### config.mk
export PLATFORM = sky130hd
export DESIGN_NAME = trap_entry_unit_core_flat
export DESIGN_NICKNAME = d
export VERILOG_FILES = /design/src/teu_pkg.sv /design/src/teu_req_if.sv /design/src/teu_rsp_if.sv /design/src/trap_entry_unit_core.sv /design/src/teu_calc.sv /design/src/flat_wrapper.sv
export SDC_FILE = /design/constraint.sdc
export NUM_CORES = 1
export LEC_CHECK = 0
export CAP_MARGIN = 20
export CORE_ASPECT_RATIO = 1.1
export CORE_MARGIN = 8
export CORE_UTILIZATION = 40
export DETAILED_ROUTE_END_ITERATION = 10
export DONT_BUFFER_PORTS = 1
export HOLD_SLACK_MARGIN = 0.06
export PLACE_DENSITY = 0.63
export RECOVER_POWER = 100
export SLEW_MARGIN = 20
export SYNTH_ARGS = -nofsm -noshare
export SYNTH_HDL_FRONTEND = slang
export SYNTH_SLANG_ARGS = --single-unit
### constraint.sdc
create_clock -name clk -period 6.65 [get_ports clk]
set_input_delay 0.9975 -clock clk [delete_from_list [all_inputs] [get_ports clk]]
set_output_delay 0.9975 -clock clk [all_outputs]
set_load 0.02 [all_outputs]
### src/teu_pkg.sv
// Shared types and constants for the trap entry unit.
package teu_pkg;

	// Default number of register windows.
	localparam int NUM_WINDOWS_DEF = 8;

	// Register field positions.
	localparam int PSR_ET_BIT   = 5;
	localparam int PSR_PS_BIT   = 6;
	localparam int PSR_S_BIT    = 7;
	localparam int FSR_FTT_LSB  = 14;
	localparam int FSR_AEXC_LSB = 5;
	localparam int FSR_TEM_LSB  = 23;

	// Mask that clears the TT field of the TBR.
	localparam logic [31:0] TBR_TT_CLEAR  = 32'hFFFF_F00F;
	// Mask that clears the FTT field of the FSR.
	localparam logic [31:0] FSR_FTT_CLEAR = 32'hFFFE_3FFF;
	// Floating-point trap type for an IEEE exception.
	localparam logic [2:0]  FTT_IEEE      = 3'd1;
	// Distance from the handler entry to the next instruction.
	localparam logic [31:0] INSN_BYTES    = 32'd4;

	// Operation codes.
	typedef enum logic [1:0] {
		OP_INT_TRAP  = 2'd0,
		OP_FP_CHECK  = 2'd1,
		OP_FP_TRAP   = 2'd2,
		OP_SET_ERROR = 2'd3
	} op_t;

	// Result status codes.
	typedef enum logic [1:0] {
		ST_NO_TRAP = 2'd0,
		ST_TRAP    = 2'd1,
		ST_ERROR   = 2'd2
	} status_t;

	// One request as held in the input stage.
	typedef struct packed {
		logic [1:0]  op;
		logic [7:0]  trap_type;
		logic [2:0]  ftt_code;
		logic [4:0]  fp_flags;
		logic [31:0] cur_psr;
		logic [31:0] cur_tbr;
		logic [31:0] cur_fsr;
		logic [31:0] cur_pc;
		logic [31:0] cur_npc;
		logic        new_error_mode;
	} item_t;

	// One result as held in the output stage.
	typedef struct packed {
		logic [1:0]  status;
		logic        error_mode;
		logic [31:0] next_psr;
		logic [31:0] next_tbr;
		logic [31:0] next_fsr;
		logic [31:0] next_pc;
		logic [31:0] next_npc;
		logic [31:0] saved_pc;
		logic [31:0] saved_npc;
	} result_t;

endpackage

### src/teu_req_if.sv
// Request channel of the trap entry unit.
interface teu_req_if;
	logic        valid;
	logic        ready;
	logic [1:0]  op;
	logic [7:0]  trap_type;
	logic [2:0]  ftt_code;
	logic [4:0]  fp_flags;
	logic [31:0] cur_psr;
	logic [31:0] cur_tbr;
	logic [31:0] cur_fsr;
	logic [31:0] cur_pc;
	logic [31:0] cur_npc;
	logic        new_error_mode;

	modport source (
		output valid, op, trap_type, ftt_code, fp_flags, cur_psr, cur_tbr,
		       cur_fsr, cur_pc, cur_npc, new_error_mode,
		input  ready
	);
	modport sink (
		input  valid, op, trap_type, ftt_code, fp_flags, cur_psr, cur_tbr,
		       cur_fsr, cur_pc, cur_npc, new_error_mode,
		output ready
	);
endinterface

### src/teu_rsp_if.sv
// Result channel of the trap entry unit.
interface teu_rsp_if;
	logic        valid;
	logic        ready;
	logic [1:0]  status;
	logic        error_mode;
	logic [31:0] next_psr;
	logic [31:0] next_tbr;
	logic [31:0] next_fsr;
	logic [31:0] next_pc;
	logic [31:0] next_npc;
	logic [31:0] saved_pc;
	logic [31:0] saved_npc;

	modport source (
		output valid, status, error_mode, next_psr, next_tbr, next_fsr,
		       next_pc, next_npc, saved_pc, saved_npc,
		input  ready
	);
	modport sink (
		input  valid, status, error_mode, next_psr, next_tbr, next_fsr,
		       next_pc, next_npc, saved_pc, saved_npc,
		output ready
	);
endinterface

### src/trap_entry_unit_core.sv
// Top level of the trap entry unit: input stage, computation and result stage.
// A request accepted into the input stage moves on to the result stage when the result stage advances.
// Throughput: one request per cycle while results are taken, set by the single input and result stage pair.
// The result stage advances when the input stage holds a request and it is empty or its result is taken.
// Reset clears both stage valid bits and the error mode flag; no clearing pass.
module trap_entry_unit_core #(
	parameter int NUM_WINDOWS = teu_pkg::NUM_WINDOWS_DEF
) (
	input  logic clk,
	input  logic arst_n,
	teu_req_if.sink   req,
	teu_rsp_if.source rsp
);
	import teu_pkg::*;

	item_t   item_s1;
	logic    valid_s1;
	result_t res_s2;
	logic    valid_s2;
	logic    error_mode_q;
	result_t res_calc;
	logic    em_calc;
	logic    adv_s2;
	logic    take_s1;

	// Flow control between the two stages.
	assign adv_s2  = valid_s1 && (!valid_s2 || rsp.ready);
	assign take_s1 = req.valid && req.ready;
	assign req.ready = !valid_s1 || adv_s2;

	// Input stage holds the accepted request.
	always_ff @(posedge clk or negedge arst_n) begin
		if (!arst_n) begin
			valid_s1 <= 1'b0;
		end else if (req.ready) begin
			valid_s1 <= req.valid;
		end
	end

	always_ff @(posedge clk) begin
		if (take_s1) begin
			item_s1 <= '{op: req.op, trap_type: req.trap_type, ftt_code: req.ftt_code,
				fp_flags: req.fp_flags, cur_psr: req.cur_psr, cur_tbr: req.cur_tbr,
				cur_fsr: req.cur_fsr, cur_pc: req.cur_pc, cur_npc: req.cur_npc,
				new_error_mode: req.new_error_mode};
		end
	end

	teu_calc #(
		.NUM_WINDOWS(NUM_WINDOWS)
	) u_calc (
		.item           (item_s1),
		.error_mode_cur (error_mode_q),
		.result         (res_calc),
		.error_mode_nxt (em_calc)
	);

	// Result stage and error mode flag advance together, in request order.
	always_ff @(posedge clk or negedge arst_n) begin
		if (!arst_n) begin
			valid_s2     <= 1'b0;
			error_mode_q <= 1'b0;
		end else begin
			if (adv_s2) begin
				error_mode_q <= em_calc;
				valid_s2     <= 1'b1;
			end else if (rsp.ready) begin
				valid_s2 <= 1'b0;
			end
		end
	end

	always_ff @(posedge clk) begin
		if (adv_s2) begin
			res_s2 <= res_calc;
		end
	end

	// Drive the result channel.
	assign rsp.valid      = valid_s2;
	assign rsp.status     = res_s2.status;
	assign rsp.error_mode = res_s2.error_mode;
	assign rsp.next_psr   = res_s2.next_psr;
	assign rsp.next_tbr   = res_s2.next_tbr;
	assign rsp.next_fsr   = res_s2.next_fsr;
	assign rsp.next_pc    = res_s2.next_pc;
	assign rsp.next_npc   = res_s2.next_npc;
	assign rsp.saved_pc   = res_s2.saved_pc;
	assign rsp.saved_npc  = res_s2.saved_npc;
endmodule

### src/teu_calc.sv
// Combinational trap entry computation for one request.
module teu_calc #(
	parameter int NUM_WINDOWS = teu_pkg::NUM_WINDOWS_DEF
) (
	input  teu_pkg::item_t   item,
	input  logic             error_mode_cur,
	output teu_pkg::result_t result,
	output logic             error_mode_nxt
);
	import teu_pkg::*;

	logic [4:0]  cwp_dec [32];
	logic [4:0]  tem;
	logic [31:0] fsr_upd;
	logic        want_trap;
	logic [2:0]  trap_ftt;
	logic        em_op;
	logic [31:0] tbr_trap;
	logic [31:0] psr_trap;

	// Table of the decremented window pointer, reduced modulo the window count.
	for (genvar i = 0; i < 32; i++) begin : g_cwp
		assign cwp_dec[i] = 5'((i % NUM_WINDOWS + NUM_WINDOWS - 1) % NUM_WINDOWS);
	end

	assign tem = item.cur_fsr[FSR_TEM_LSB +: 5];

	// Decode the operation and update the exception fields of the FSR.
	always_comb begin
		fsr_upd   = item.cur_fsr;
		want_trap = 1'b0;
		trap_ftt  = '0;
		em_op     = error_mode_cur;
		case (op_t'(item.op))
			OP_INT_TRAP: begin
				want_trap = 1'b1;
			end
			OP_FP_CHECK: begin
				fsr_upd[4:0] = item.fp_flags;
				if ((tem & item.fp_flags) != 5'd0) begin
					want_trap = 1'b1;
					trap_ftt  = FTT_IEEE;
				end else begin
					fsr_upd[FSR_AEXC_LSB +: 5] = item.cur_fsr[FSR_AEXC_LSB +: 5] |
						item.fp_flags;
				end
			end
			OP_FP_TRAP: begin
				fsr_upd[4:0] = item.cur_fsr[4:0] | item.fp_flags;
				want_trap    = 1'b1;
				trap_ftt     = item.ftt_code;
			end
			default: begin
				em_op = item.new_error_mode;
			end
		endcase
	end

	// Register values after a taken trap.
	always_comb begin
		tbr_trap = (item.cur_tbr & TBR_TT_CLEAR) | {20'd0, item.trap_type, 4'd0};
		psr_trap = {item.cur_psr[31:8], 8'd0};
		psr_trap[4:0]       = cwp_dec[item.cur_psr[4:0]];
		psr_trap[PSR_PS_BIT] = item.cur_psr[PSR_S_BIT];
		psr_trap[PSR_S_BIT]  = 1'b1;
	end

	// Select between no trap, a taken trap and entry into error mode.
	always_comb begin
		result.status     = ST_NO_TRAP;
		result.next_psr   = item.cur_psr;
		result.next_tbr   = item.cur_tbr;
		result.next_fsr   = fsr_upd;
		result.next_pc    = item.cur_pc;
		result.next_npc   = item.cur_npc;
		result.saved_pc   = '0;
		result.saved_npc  = '0;
		error_mode_nxt    = em_op;
		if (want_trap) begin
			if (!item.cur_psr[PSR_ET_BIT]) begin
				result.status  = ST_ERROR;
				error_mode_nxt = 1'b1;
			end else begin
				result.status    = ST_TRAP;
				result.next_psr  = psr_trap;
				result.next_tbr  = tbr_trap;
				result.next_pc   = tbr_trap;
				result.next_npc  = tbr_trap + INSN_BYTES;
				result.saved_pc  = item.cur_pc;
				result.saved_npc = item.cur_npc;
				if (op_t'(item.op) != OP_INT_TRAP) begin
					result.next_fsr = (fsr_upd & FSR_FTT_CLEAR) |
						{15'd0, trap_ftt, 14'd0};
				end
			end
		end
		result.error_mode = error_mode_nxt;
	end
endmodule

### src/flat_wrapper.sv
// flat-port wrapper written by rule: the top's interface ports become plain ports
module trap_entry_unit_core_flat import teu_pkg::*;
#(
	parameter int NUM_WINDOWS = teu_pkg::NUM_WINDOWS_DEF
)
  (clk, arst_n, req_valid, req_op, req_trap_type, req_ftt_code, req_fp_flags, req_cur_psr, req_cur_tbr, req_cur_fsr, req_cur_pc, req_cur_npc, req_new_error_mode, req_ready, rsp_valid, rsp_status, rsp_error_mode, rsp_next_psr, rsp_next_tbr, rsp_next_fsr, rsp_next_pc, rsp_next_npc, rsp_saved_pc, rsp_saved_npc, rsp_ready);
  teu_req_if req_i ();
  teu_rsp_if rsp_i ();
  input  logic clk;
  input  logic arst_n;
  input wire logic [$bits(req_i.valid)-1:0] req_valid;
  input wire logic [$bits(req_i.op)-1:0] req_op;
  input wire logic [$bits(req_i.trap_type)-1:0] req_trap_type;
  input wire logic [$bits(req_i.ftt_code)-1:0] req_ftt_code;
  input wire logic [$bits(req_i.fp_flags)-1:0] req_fp_flags;
  input wire logic [$bits(req_i.cur_psr)-1:0] req_cur_psr;
  input wire logic [$bits(req_i.cur_tbr)-1:0] req_cur_tbr;
  input wire logic [$bits(req_i.cur_fsr)-1:0] req_cur_fsr;
  input wire logic [$bits(req_i.cur_pc)-1:0] req_cur_pc;
  input wire logic [$bits(req_i.cur_npc)-1:0] req_cur_npc;
  input wire logic [$bits(req_i.new_error_mode)-1:0] req_new_error_mode;
  output wire logic [$bits(req_i.ready)-1:0] req_ready;
  output wire logic [$bits(rsp_i.valid)-1:0] rsp_valid;
  output wire logic [$bits(rsp_i.status)-1:0] rsp_status;
  output wire logic [$bits(rsp_i.error_mode)-1:0] rsp_error_mode;
  output wire logic [$bits(rsp_i.next_psr)-1:0] rsp_next_psr;
  output wire logic [$bits(rsp_i.next_tbr)-1:0] rsp_next_tbr;
  output wire logic [$bits(rsp_i.next_fsr)-1:0] rsp_next_fsr;
  output wire logic [$bits(rsp_i.next_pc)-1:0] rsp_next_pc;
  output wire logic [$bits(rsp_i.next_npc)-1:0] rsp_next_npc;
  output wire logic [$bits(rsp_i.saved_pc)-1:0] rsp_saved_pc;
  output wire logic [$bits(rsp_i.saved_npc)-1:0] rsp_saved_npc;
  input wire logic [$bits(rsp_i.ready)-1:0] rsp_ready;
  assign req_i.valid = req_valid;
  assign req_i.op = req_op;
  assign req_i.trap_type = req_trap_type;
  assign req_i.ftt_code = req_ftt_code;
  assign req_i.fp_flags = req_fp_flags;
  assign req_i.cur_psr = req_cur_psr;
  assign req_i.cur_tbr = req_cur_tbr;
  assign req_i.cur_fsr = req_cur_fsr;
  assign req_i.cur_pc = req_cur_pc;
  assign req_i.cur_npc = req_cur_npc;
  assign req_i.new_error_mode = req_new_error_mode;
  assign req_ready = req_i.ready;
  assign rsp_valid = rsp_i.valid;
  assign rsp_status = rsp_i.status;
  assign rsp_error_mode = rsp_i.error_mode;
  assign rsp_next_psr = rsp_i.next_psr;
  assign rsp_next_tbr = rsp_i.next_tbr;
  assign rsp_next_fsr = rsp_i.next_fsr;
  assign rsp_next_pc = rsp_i.next_pc;
  assign rsp_next_npc = rsp_i.next_npc;
  assign rsp_saved_pc = rsp_i.saved_pc;
  assign rsp_saved_npc = rsp_i.saved_npc;
  assign rsp_i.ready = rsp_ready;
  trap_entry_unit_core #(.NUM_WINDOWS(NUM_WINDOWS)) u_core (.clk(clk), .arst_n(arst_n), .req(req_i), .rsp(rsp_i));
endmodule
==> results.sh, run 1 <==
export IMPL_yosysWarnings=0
export IMPL_post_cts_buffers=0
export IMPL_post_dp_hpwl_um=25110
export IMPL_remaining_drc_errors=0
export IMPL_die_y_um=218.4
export IMPL_path_clk_slew_ns=0.06
export IMPL_synth_main_ff_cell="edfxtp_1"
export IMPL_synth_fa_ha_area_frac=0.005878
export IMPL_drive_gt1_frac=0.08744
export IMPL_grt_pass1_vias=7233
export IMPL_cts_htree_levels=2
export IMPL_yosysUniqueCellTypes=42
export IMPL_p_per_area_mw_per_mm2=356.1
export IMPL_violations="max-capacitance violations, max-slew violations"
export IMPL_die_w_um=200.0
export IMPL_synth_edf_count=406
export IMPL_synthXorXnorAreaFrac=0.007053
export IMPL_cp_arrival_ns=4.51
export IMPL_rsz0062_at_grt="false"
export IMPL_yosys_area_share_simple=0.06071
export IMPL_viasPerCell=5.359
export IMPL_syn_avg_cell_area_um2=19.40
export IMPL_status="finished with violations"
export IMPL_hold_buffers=0
export IMPL_irDropWorstVdd_mv=0.2450
export IMPL_initial_core_util=0.4033
export IMPL_drtPass1Iterations=5
export IMPL_syn_inst=768
export IMPL_die_area_mm2=0.04369
export IMPL_cts_resized=0
export IMPL_syn_nets=958
export IMPL_dr_total_vias=7037
export IMPL_utilization=0.4485
export IMPL_cts_sinks=409
export IMPL_grt_antenna_before_repair=12
export IMPL_power_leakage_nw=5.631
export IMPL_fin_cells=1313
export IMPL_synthMuxAreaShare=0.04492
export IMPL_fin_nets=974
export IMPL_max_freq_ghz=0.2284
export IMPL_synth_top_family_by_area="simple AND/OR/NAND/NOR gates"
export IMPL_hp_class="in2async"
export IMPL_num_rows=74
export IMPL_cp_data_required_time_ns=6.79
export IMPL_ant_nets=0
export IMPL_drv_cap=4
export IMPL_io_buffers=0
export IMPL_drt_total_wl_um=37060
export IMPL_final_setup_skew_ns=0.01605
export IMPL_netlist_area_leader_share=0.8182
export IMPL_synth_compound_area_frac=0.04148
export IMPL_insertion_delay_ns=0.55
export IMPL_cts_buffers=42
export IMPL_grt_pass1_wl_um=51330
export IMPL_wl_per_cell_um=28.22
export IMPL_io_pins=412
export IMPL_cp_end_kind="flop"
export IMPL_relSlewSlack=-0.3877
export IMPL_core_area_mm2=0.03694
export IMPL_cts_tree="built"
export IMPL_cts_root_buf="clkbuf_16"
export IMPL_finalCriticalPeriod_ns=4.378
export IMPL_async_flop_share=0.007335
export IMPL_synth_top_cell_by_area="edfxtp_1"
export IMPL_start_kind="flop"
export IMPL_path_max_fanout=78
export IMPL_timing_final_crit_share=0.6584
export IMPL_r2r_start="u_core.rsp.valid"
export IMPL_grt_usage=0.1631
export IMPL_cts_max_path_buffers=3
export IMPL_routabilityCongestion=0.7496
export IMPL_finalHoldViolCount=0
export IMPL_seq_area_frac_synth=0.8232
export IMPL_dp_cells=1234
export IMPL_tns_ns=0
export IMPL_grt_max_degree=169
export IMPL_grt_overflow=0
export IMPL_synth_area_leaders="edfxtp_1 (82%), mux2_4 (4.1%), and3_1 (2.9%), a21oi_1 (1.5%), a31oi_1 (0.80%)"
export IMPL_worst_setup_path_type="reg2reg"
export IMPL_critPathLaunch="u_core.rsp.valid"
export IMPL_finalMaxSlewViolations=173
export IMPL_holdWs_ns=0.1373
export IMPL_drt_iter0_markers=476
export IMPL_syn_area_mm2=0.01490
export IMPL_ys_seq_elements=409
export IMPL_max_slew_worst_pin_slew_ns=2.080
export IMPL_synthToLayoutAreaGrowth_pct=11.19
export IMPL_finalSetupViolCount=0
worst paths after layout:
path                            slack, ns  cells past startpoint                       to
worst min register to register       0.42                      0  u_core.rsp.next_fsr[19]
min in group clk                     0.42                      0  u_core.rsp.next_fsr[19]
worst max-delay path                 2.27                      3      u_core.item_s1[174]
max in group asynchronous            6.44                      0      u_core.error_mode_q
worst min-delay path                 0.14                      0          u_core.valid_s1
worst max register to register       2.27                      3      u_core.item_s1[174]
stage by stage:
stage / power (W) / setup slack, ns / instance area, um^2
2_1_floorplan: 0.003589 / 0.7075 / 14900
3_3_place_gp: 0.003702 / 3.592 / 15400
3_5_place_dp: 0.003713 / 3.527 / 15400
4_1_cts: 0.006015 / 3.551 / 16720
5_1_grt: 0.006114 / 1.908 / 16560
6_report: 0.005900 / 2.272 / 16570
final cells by class:
cell class / instances / area, um^2
inverter: 10 / 37.54
multi-input combinational: 314 / 2256
sequential: 409 / 12270
tap: 494 / 618.1
fill: 3172 / 20370
clock buffer: 54 / 1117
clock inverter: 18 / 200.2
antenna: 7 / 17.52
timing repair buffer: 7 / 55.05
cell usage after synthesis, types with 2 or more instances:
cell      instances
nor2b_1           2
and4_1            4
a21o_1            5
and3_1           68
a31oi_1          19
mux2i_1           2
and2_1            4
mux2_2            3
o21a_1            3
nand2_1           9
o31ai_1          15
o21ai_0           6
nand3_1          17
nor3_1            3
dfrtp_1           3
nand4_1           7
ha_1              7
buf_2             4
edfxtp_1        406
or4_1            14
buf_6            10
nor2_1            6
clkbuf_1         20
inv_1            10
nand2b_1          5
xor2_1           10
a21oi_1          46
xnor2_1           2
or3_1             3
a22o_1            3
mux2_4           41
critical path, cell delays in order (launching register included):
cell	delay [ns]
dfrtp_1	0.47
nand3b_1	0.29
and2_0	1.59
clkbuf_2	1.56
cells in the final DEF (no fill, tap or decap), types with 13 or more instances in the layout:
cell type  Yosys  layout
a21oi_1       46      46
a31oi_1       19      19
and3_1        68      68
clkbuf_1      20      13
clkbuf_16      0      43
edfxtp_1     406     406
mux2_1         0      41
nand3_1       17      16
o31ai_1       15      15
or4_1         14      14
where the power goes:
part	switching, W	internal, W	leakage, nW
Sequential	0.000269	0.00310	3.96
Clock	0.000938	0.00134	0.636
Combinational	0.000180	0.0000702	1.04
Total	0.00139	0.00451	5.63
registers in the layout, summed over array words and instances (netlist names):
| name | cells |
|---|---|
| u_core.rsp.valid | 1 |
| u_core.error_mode_q | 1 |
| u_core.rsp.error_mode | 1 |
| u_core.rsp.next_pc | 32 |
| u_core.valid_s1 | 1 |
| u_core.rsp.next_fsr | 32 |
| u_core.rsp.next_tbr | 32 |
| u_core.rsp.next_psr | 32 |
| u_core.rsp.saved_npc | 32 |
| u_core.rsp.status | 2 |
| u_core.rsp.saved_pc | 32 |
| u_core.rsp.next_npc | 32 |
| u_core.item_s1 | 179 |
layer usage:
metal	up-vias	GRT usage	wire [um]
met4	12	0.04319	639
met3	51	0.08586	4623
met5	-	0	73
met2	328	0.2763	18680
met1	3531	0.1767	13040
li1	3115	-	-
cell families (layout without fill, tap and decap cells):
family,after synthesis,in the layout
AOI/OAI and AO/OA,102,102
xor gates and xnor gates,12,12
adders and majority gates,7,7
buffers and inverters,45,89
DFF,409,409
muxes,46,46
other,0,7
and+or+nand+nor,147,147
No activity file was read; power rests on OpenSTA's default activity.
==> run 2, diff against run 1 <==
--- a/config.mk
+++ b/config.mk
@@ -5,6 +5,7 @@
 export SDC_FILE = /design/constraint.sdc
 export NUM_CORES = 1
 export LEC_CHECK = 0
+export ABC_AREA = 1
 export CAP_MARGIN = 20
 export CORE_ASPECT_RATIO = 1.1
 export CORE_MARGIN = 8
@@ -12,7 +13,7 @@
 export DETAILED_ROUTE_END_ITERATION = 10
 export DONT_BUFFER_PORTS = 1
 export HOLD_SLACK_MARGIN = 0.06
-export PLACE_DENSITY = 0.63
+export PLACE_DENSITY = 0.61
 export RECOVER_POWER = 100
 export SLEW_MARGIN = 20
 export SYNTH_ARGS = -nofsm -noshare
==> constraint.sdc (replaced) <==
create_clock -name clk -period 4.2 [get_ports clk]
set_input_delay 0.63 -clock clk [delete_from_list [all_inputs] [get_ports clk]]
set_output_delay 0.63 -clock clk [all_outputs]
set_load 0.02 [all_outputs]
==> run 2 against run 1 <==
  * Clock skew down 0.00070 ns
  * Largest power group unchanged
  * Via count up 6.6%
  * First-iteration DRC count down 15%
  * Clock power up 61%
  * Worst hold slack better by 0.031 ns
  * The flow now finishes without violations
  * Sequential cell count unchanged
  * Maximum frequency up 48%
  * Critical endpoint is now u_core.rsp.next_tbr[5]
==> results.sh, run 2 <==
export IMPL_crit_path_max_incr_delay_ns=0.89
export IMPL_syn_inst=990
export IMPL_grt_most_used_layer="met2"
export IMPL_max_slew_worst_pin_slew_ns=1.165
export IMPL_hp_class="in2reg"
export IMPL_final_cell_mix="edfxtp_1 (406), nand2_1 (190), nor2_1 (120)"
export IMPL_drt_total_wl_um=37210
export IMPL_worst_path_buf_inv=2
export IMPL_io_pins=412
export IMPL_fillers=3244
export IMPL_power_leakage_nw=6.208
export IMPL_drv_cap=0
export IMPL_synthTopCellsByCount="edfxtp_1 (406), nand2_1 (185), nor2_1 (120)"
export IMPL_cts_buffers=42
export IMPL_syn_nets=1180
export IMPL_yosysWarnings=0
export IMPL_ys_seq_elements=409
export IMPL_cp_slowest_cell="clkbuf_2"
export IMPL_core_area_mm2=0.03713
export IMPL_crit_path_frequent_cell="nand2_1"
export IMPL_ant_nets=0
export IMPL_yosysUniqueCellTypes=31
export IMPL_finalSetupViolCount=0
export IMPL_place_area_mm2=0.01565
export IMPL_die_area_mm2=0.04405
export IMPL_rsz0062_at_grt="false"
export IMPL_cts_root_buf="clkbuf_16"
export IMPL_relSlewSlack=0.2230
export IMPL_finalCriticalPeriod_ns=2.950
export IMPL_grtUsageMet2=0.2739
export IMPL_top_register="u_core.item_s1"
export IMPL_netlist_area_leader_share=0.8111
export IMPL_gr_usage_met1=0.1797
export IMPL_p_per_area_mw_per_mm2=587.2
export IMPL_cts_resized=0
export IMPL_cts_max_path_buffers=3
export IMPL_cp_arrival_ns=3.01
export IMPL_finalMaxSlewViolations=0
export IMPL_fin_nets=1210
export IMPL_final_setup_skew_ns=0.01535
export IMPL_drt_iter0_markers=403
export IMPL_cp_end_kind="flop"
export IMPL_async_flop_share=0.007335
export IMPL_grt_pass1_wl_um=52340
export IMPL_wl_per_cell_um=24.04
export IMPL_synth_edf_count=406
export IMPL_grt_usage=0.1623
export IMPL_dr_total_vias=7503
export IMPL_mostFrequentLayoutCell="edfxtp_1"
export IMPL_yosysMostFrequentCell="edfxtp_1"
export IMPL_status="finished, final reports clean"
export IMPL_cts_tree="built"
export IMPL_path_max_fanout=44
export IMPL_die_y_um=219.3
export IMPL_drive_gt1_frac=0.08183
export IMPL_viasPerCell=4.847
export IMPL_synth_main_ff_cell="edfxtp_1"
export IMPL_post_cts_buffers=0
export IMPL_grt_antenna_before_repair=10
export IMPL_start_kind="flop"
export IMPL_hold_buffers=1
export IMPL_grt_max_degree=108
export IMPL_worst_setup_path_type="reg2reg"
export IMPL_dp_cells=1469
export IMPL_routabilityCongestion=0.8158
export IMPL_irDropWorstVdd_mv=0.4535
export IMPL_cts_htree_levels=2
export IMPL_cts_sinks=409
export IMPL_initial_core_util=0.4049
export IMPL_cp_data_required_time_ns=4.26
export IMPL_insertion_delay_ns=0.55
export IMPL_cp_top_family="buffers and inverters"
export IMPL_design_area_mm2=0.01690
export IMPL_syn_area_mm2=0.01503
export IMPL_synthToLayoutAreaGrowth_pct=12.42
export IMPL_die_w_um=200.8
export IMPL_max_freq_ghz=0.3389
export IMPL_syn_avg_cell_area_um2=15.18
export IMPL_critical_path_cell_chain="nand2_1, nand2_1, clkinvlp_4, clkbuf_2"
export IMPL_path_clk_slew_ns=0.06
export IMPL_met3_usage=0.07065
export IMPL_timing_final_crit_share=0.7025
export IMPL_grt_overflow=0
export IMPL_remaining_drc_errors=0
export IMPL_finalHoldViolCount=0
export IMPL_drtPass1Iterations=4
export IMPL_synth_area_leaders="edfxtp_1 (81%), nand2_1 (4.6%), nor2_1 (3.0%), inv_1 (2.7%), o21ai_0 (1.5%)"
export IMPL_seq_area_frac_synth=0.8160
export IMPL_grt_pass1_vias=7749
export IMPL_io_buffers=0
export IMPL_post_dp_hpwl_um=26590
export IMPL_num_rows=74
export IMPL_synth_top_cell_by_area="edfxtp_1"
export IMPL_fin_cells=1548
export IMPL_utilization=0.4551
export IMPL_largest_register_ffs=179
run 2: where the power goes:
| group | internal, W | total [W] | switching [W] |
|---|---|---|---|
| clock | 0.00217 | 0.00367 | 0.00150 |
| combinational | 0.000122 | 0.000542 | 0.000419 |
| sequential | 0.00509 | 0.00571 | 0.000615 |
| total | 0.00739 | 0.00992 | 0.00254 |
run 2: cell type report:
class / instances / area (um^2) / share of cell area
well taps: 494 / 618.1 / 0.03658
clock inverters: 18 / 168.9 / 0.009996
repair buffers: 9 / 142.6 / 0.008441
multi-input cells: 448 / 2073 / 0.1227
inverters: 110 / 430.4 / 0.02547
flip-flops and latches: 409 / 12270 / 0.7259
diodes: 3 / 7.507 / 0.0004442
clock buffers: 57 / 1191 / 0.07049
run 2: kinds of logic after synthesis:
kind of cell	after synthesis	share of synthesized area
xor+xnor	26	0.01515
compound gates	80	0.03238
buf+inv	133	0.03970
flops	409	0.8160
simple gates	334	0.09023
mux	1	0.0006659
fa+ha+maj	7	0.005826
run 2: final timing paths:
| path | startpoint | slack (ns) | to | depth (start not counted) |
|---|---|---|---|---|
| setup reg to reg | u_core.rsp.valid | 1.25 | u_core.rsp.next_tbr[5] | 4 |
| max in group asynchronous | arst_n | 3.69 | u_core.rsp.valid | 1 |
| setup / recovery | u_core.rsp.valid | 1.25 | u_core.rsp.next_tbr[5] | 4 |
| min in group asynchronous | arst_n | 0.35 | u_core.error_mode_q | 1 |
| hold reg to reg | u_core.item_s1[159] | 0.41 | u_core.rsp.next_psr[30] | 0 |
| hold / removal | req_cur_tbr[12] | 0.17 | u_core.item_s1[109] | 0 |
run 2: layer usage:
metal	part of all wire	wire, um
met5	0.0022	82
met4	0.027	993
met3	0.098	3629
met1	0.37	13890
met2	0.50	18620
run 2: per-stage QoR:
stage | hold WS, ns | TNS, ns | total power (W) | worst slack, ns
global placement | 0.3348 | 0 | 0.006376 | 1.685
finish | 0.1678 | 0 | 0.009922 | 1.250
CTS | 0.1206 | 0 | 0.01010 | 1.590
detailed placement | 0.3348 | 0 | 0.006395 | 1.601
floorplan | 0.3344 | -84.44 | 0.006121 | -0.3720
global route | 0.1329 | 0 | 0.01029 | 1.011
==> run 3, diff against run 2 <==
==> constraint.sdc (replaced) <==
create_clock -name clk -period 2.9 [get_ports clk]
set_input_delay 0.435 -clock clk [delete_from_list [all_inputs] [get_ports clk]]
set_output_delay 0.435 -clock clk [all_outputs]
set_load 0.02 [all_outputs]
==> run 3 against run 2 <==
  * Sequential share of layout area decreased by 7.1 points
  * Final cell count increased by 12%
  * Critical path depth increased by 2
==> results.sh, run 3 (synthesized netlist as in run 2, its figures left out) <==
export IMPL_status="finished, final reports clean"
export IMPL_core_area_mm2=0.03713
export IMPL_io_pins=412
export IMPL_finalMaxSlewViolations=0
export IMPL_top_register="u_core.item_s1"
export IMPL_die_w_um=200.8
export IMPL_grt_antenna_before_repair=4
export IMPL_fillers=3065
export IMPL_synthToLayoutAreaGrowth_pct=24.52
export IMPL_drt_total_wl_um=39150
export IMPL_post_cts_buffers=0
export IMPL_drv_cap=0
export IMPL_crit_path_max_incr_delay_ns=0.79
export IMPL_path_clk_slew_ns=0.06
export IMPL_cp_arrival_ns=2.66
export IMPL_fin_nets=1399
export IMPL_dr_total_vias=8244
export IMPL_cts_resized=0
export IMPL_ant_nets=0
export IMPL_hp_class="in2async"
export IMPL_finalHoldViolCount=0
export IMPL_irDropWorstVdd_mv=0.5387
export IMPL_cts_buffers=42
export IMPL_cts_root_buf="clkbuf_16"
export IMPL_grt_overflow=0
export IMPL_holdWs_ns=0.1523
export IMPL_path_max_fanout=18
export IMPL_cp_top_family="buffers and inverters"
export IMPL_drtPass1Iterations=5
export IMPL_viasPerCell=4.749
export IMPL_num_rows=74
export IMPL_worst_setup_path_type="in2reg"
export IMPL_crit_path_frequent_cell="nand2_1"
export IMPL_wl_per_cell_um=22.55
export IMPL_post_dp_hpwl_um=26770
export IMPL_die_y_um=219.3
export IMPL_hold_buffers=182
export IMPL_total_power_w=0.01456
export IMPL_dpl_worst_slack_ns=0.7613
export IMPL_relSlewSlack=0.3399
export IMPL_drive_gt1_frac=0.07581
export IMPL_routabilityCongestion=0.8119
export IMPL_final_cell_mix="edfxtp_1 (406), nand2_1 (192), dlygate4sd3_1 (182)"
export IMPL_max_slew_worst_pin_slew_ns=0.9901
export IMPL_grt_pass1_vias=8766
export IMPL_cts_tree="built"
export IMPL_remaining_drc_errors=0
export IMPL_cp_slowest_cell="clkbuf_1"
export IMPL_grt_pass1_wl_um=56610
export IMPL_cts_htree_levels=2
export IMPL_cp_end_kind="flop"
export IMPL_initial_core_util=0.4049
export IMPL_die_area_mm2=0.04405
export IMPL_multi_input_area_mm2=0.002088
export IMPL_finalCriticalPeriod_ns=2.495
export IMPL_mostFrequentLayoutCell="edfxtp_1"
export IMPL_cts_max_path_buffers=3
export IMPL_rsz0062_at_grt="false"
export IMPL_worst_path_buf_inv=4
export IMPL_finalSetupViolCount=0
export IMPL_io_buffers=0
export IMPL_largest_register_ffs=179
export IMPL_grt_max_degree=153
export IMPL_final_setup_skew_ns=0.01376
export IMPL_ff2ff_setup_slack_ns=0.49
export IMPL_drt_iter0_markers=370
export IMPL_max_freq_ghz=0.4008
export IMPL_seqCellArea_mm2=0.01227
export IMPL_start_kind="input pin"
export IMPL_cp_data_required_time_ns=3.06
export IMPL_grt_usage=0.1723
export IMPL_p_per_area_mw_per_mm2=778.0
export IMPL_critical_path_cell_chain="dlygate4sd3_1, inv_12, nand2_1, nand2_1, clkinvlp_4, clkbuf_1"
export IMPL_cts_sinks=409
export IMPL_insertion_delay_ns=0.55
export IMPL_power_leakage_nw=6.987
export IMPL_timing_final_crit_share=0.8604
export IMPL_fin_ws_ns=0.4049
run 3: stage by stage:
stage                       util  instance area, um^2  std cells  TNS [ns]
after floorplan                -                15070        990   -522.31
after global placement    0.4235                15720       1477         0
after detailed placement  0.4235                15720       1477         0
after CTS                 0.5089                18890       1734         0
after global routing      0.5041                18720       1736         0
final                     0.5041                18720       1736         0
run 3: worst paths after layout:
kind,from,endpoint,cells after the start
max,rsp_ready,u_core.rsp.next_pc[3],6
min,arst_n,u_core.valid_s1,1
max reg2reg,u_core.rsp.valid,u_core.rsp.saved_npc[29],4
min reg2reg,u_core.item_s1[94],u_core.rsp.next_fsr[29],0
max in group asynchronous,arst_n,u_core.error_mode_q,1
min in group clk,u_core.item_s1[94],u_core.rsp.next_fsr[29],0
run 3: area by class of cell:
class | count | area share
Sequential cell | 409 | 0.6553
Multi-Input combinational cell | 448 | 0.1116
Timing Repair Buffer | 198 | 0.1047
Clock buffer | 50 | 0.06116
Tap cell | 494 | 0.03302
Inverter | 110 | 0.02299
Clock inverter | 25 | 0.01096
Antenna cell | 2 | 0.0002674
run 3: routing by layer:
| layer | share of wire | wire length, um | track usage |
|---|---|---|---|
| met1 | 0.38 | 14990 | 0.1962 |
| met2 | 0.50 | 19530 | 0.2924 |
| met3 | 0.095 | 3733 | 0.07640 |
| met4 | 0.022 | 863 | 0.04957 |
| met5 | 0.00072 | 28 | 0 |
run 3: power by group:
part	switching [W]	total [W]	leakage, nW	internal (W)
sequential	0.000894	0.00827	3.97	0.00738
combinational	0.000678	0.00101	2.34	0.000335
clock	0.00219	0.00528	0.670	0.00309
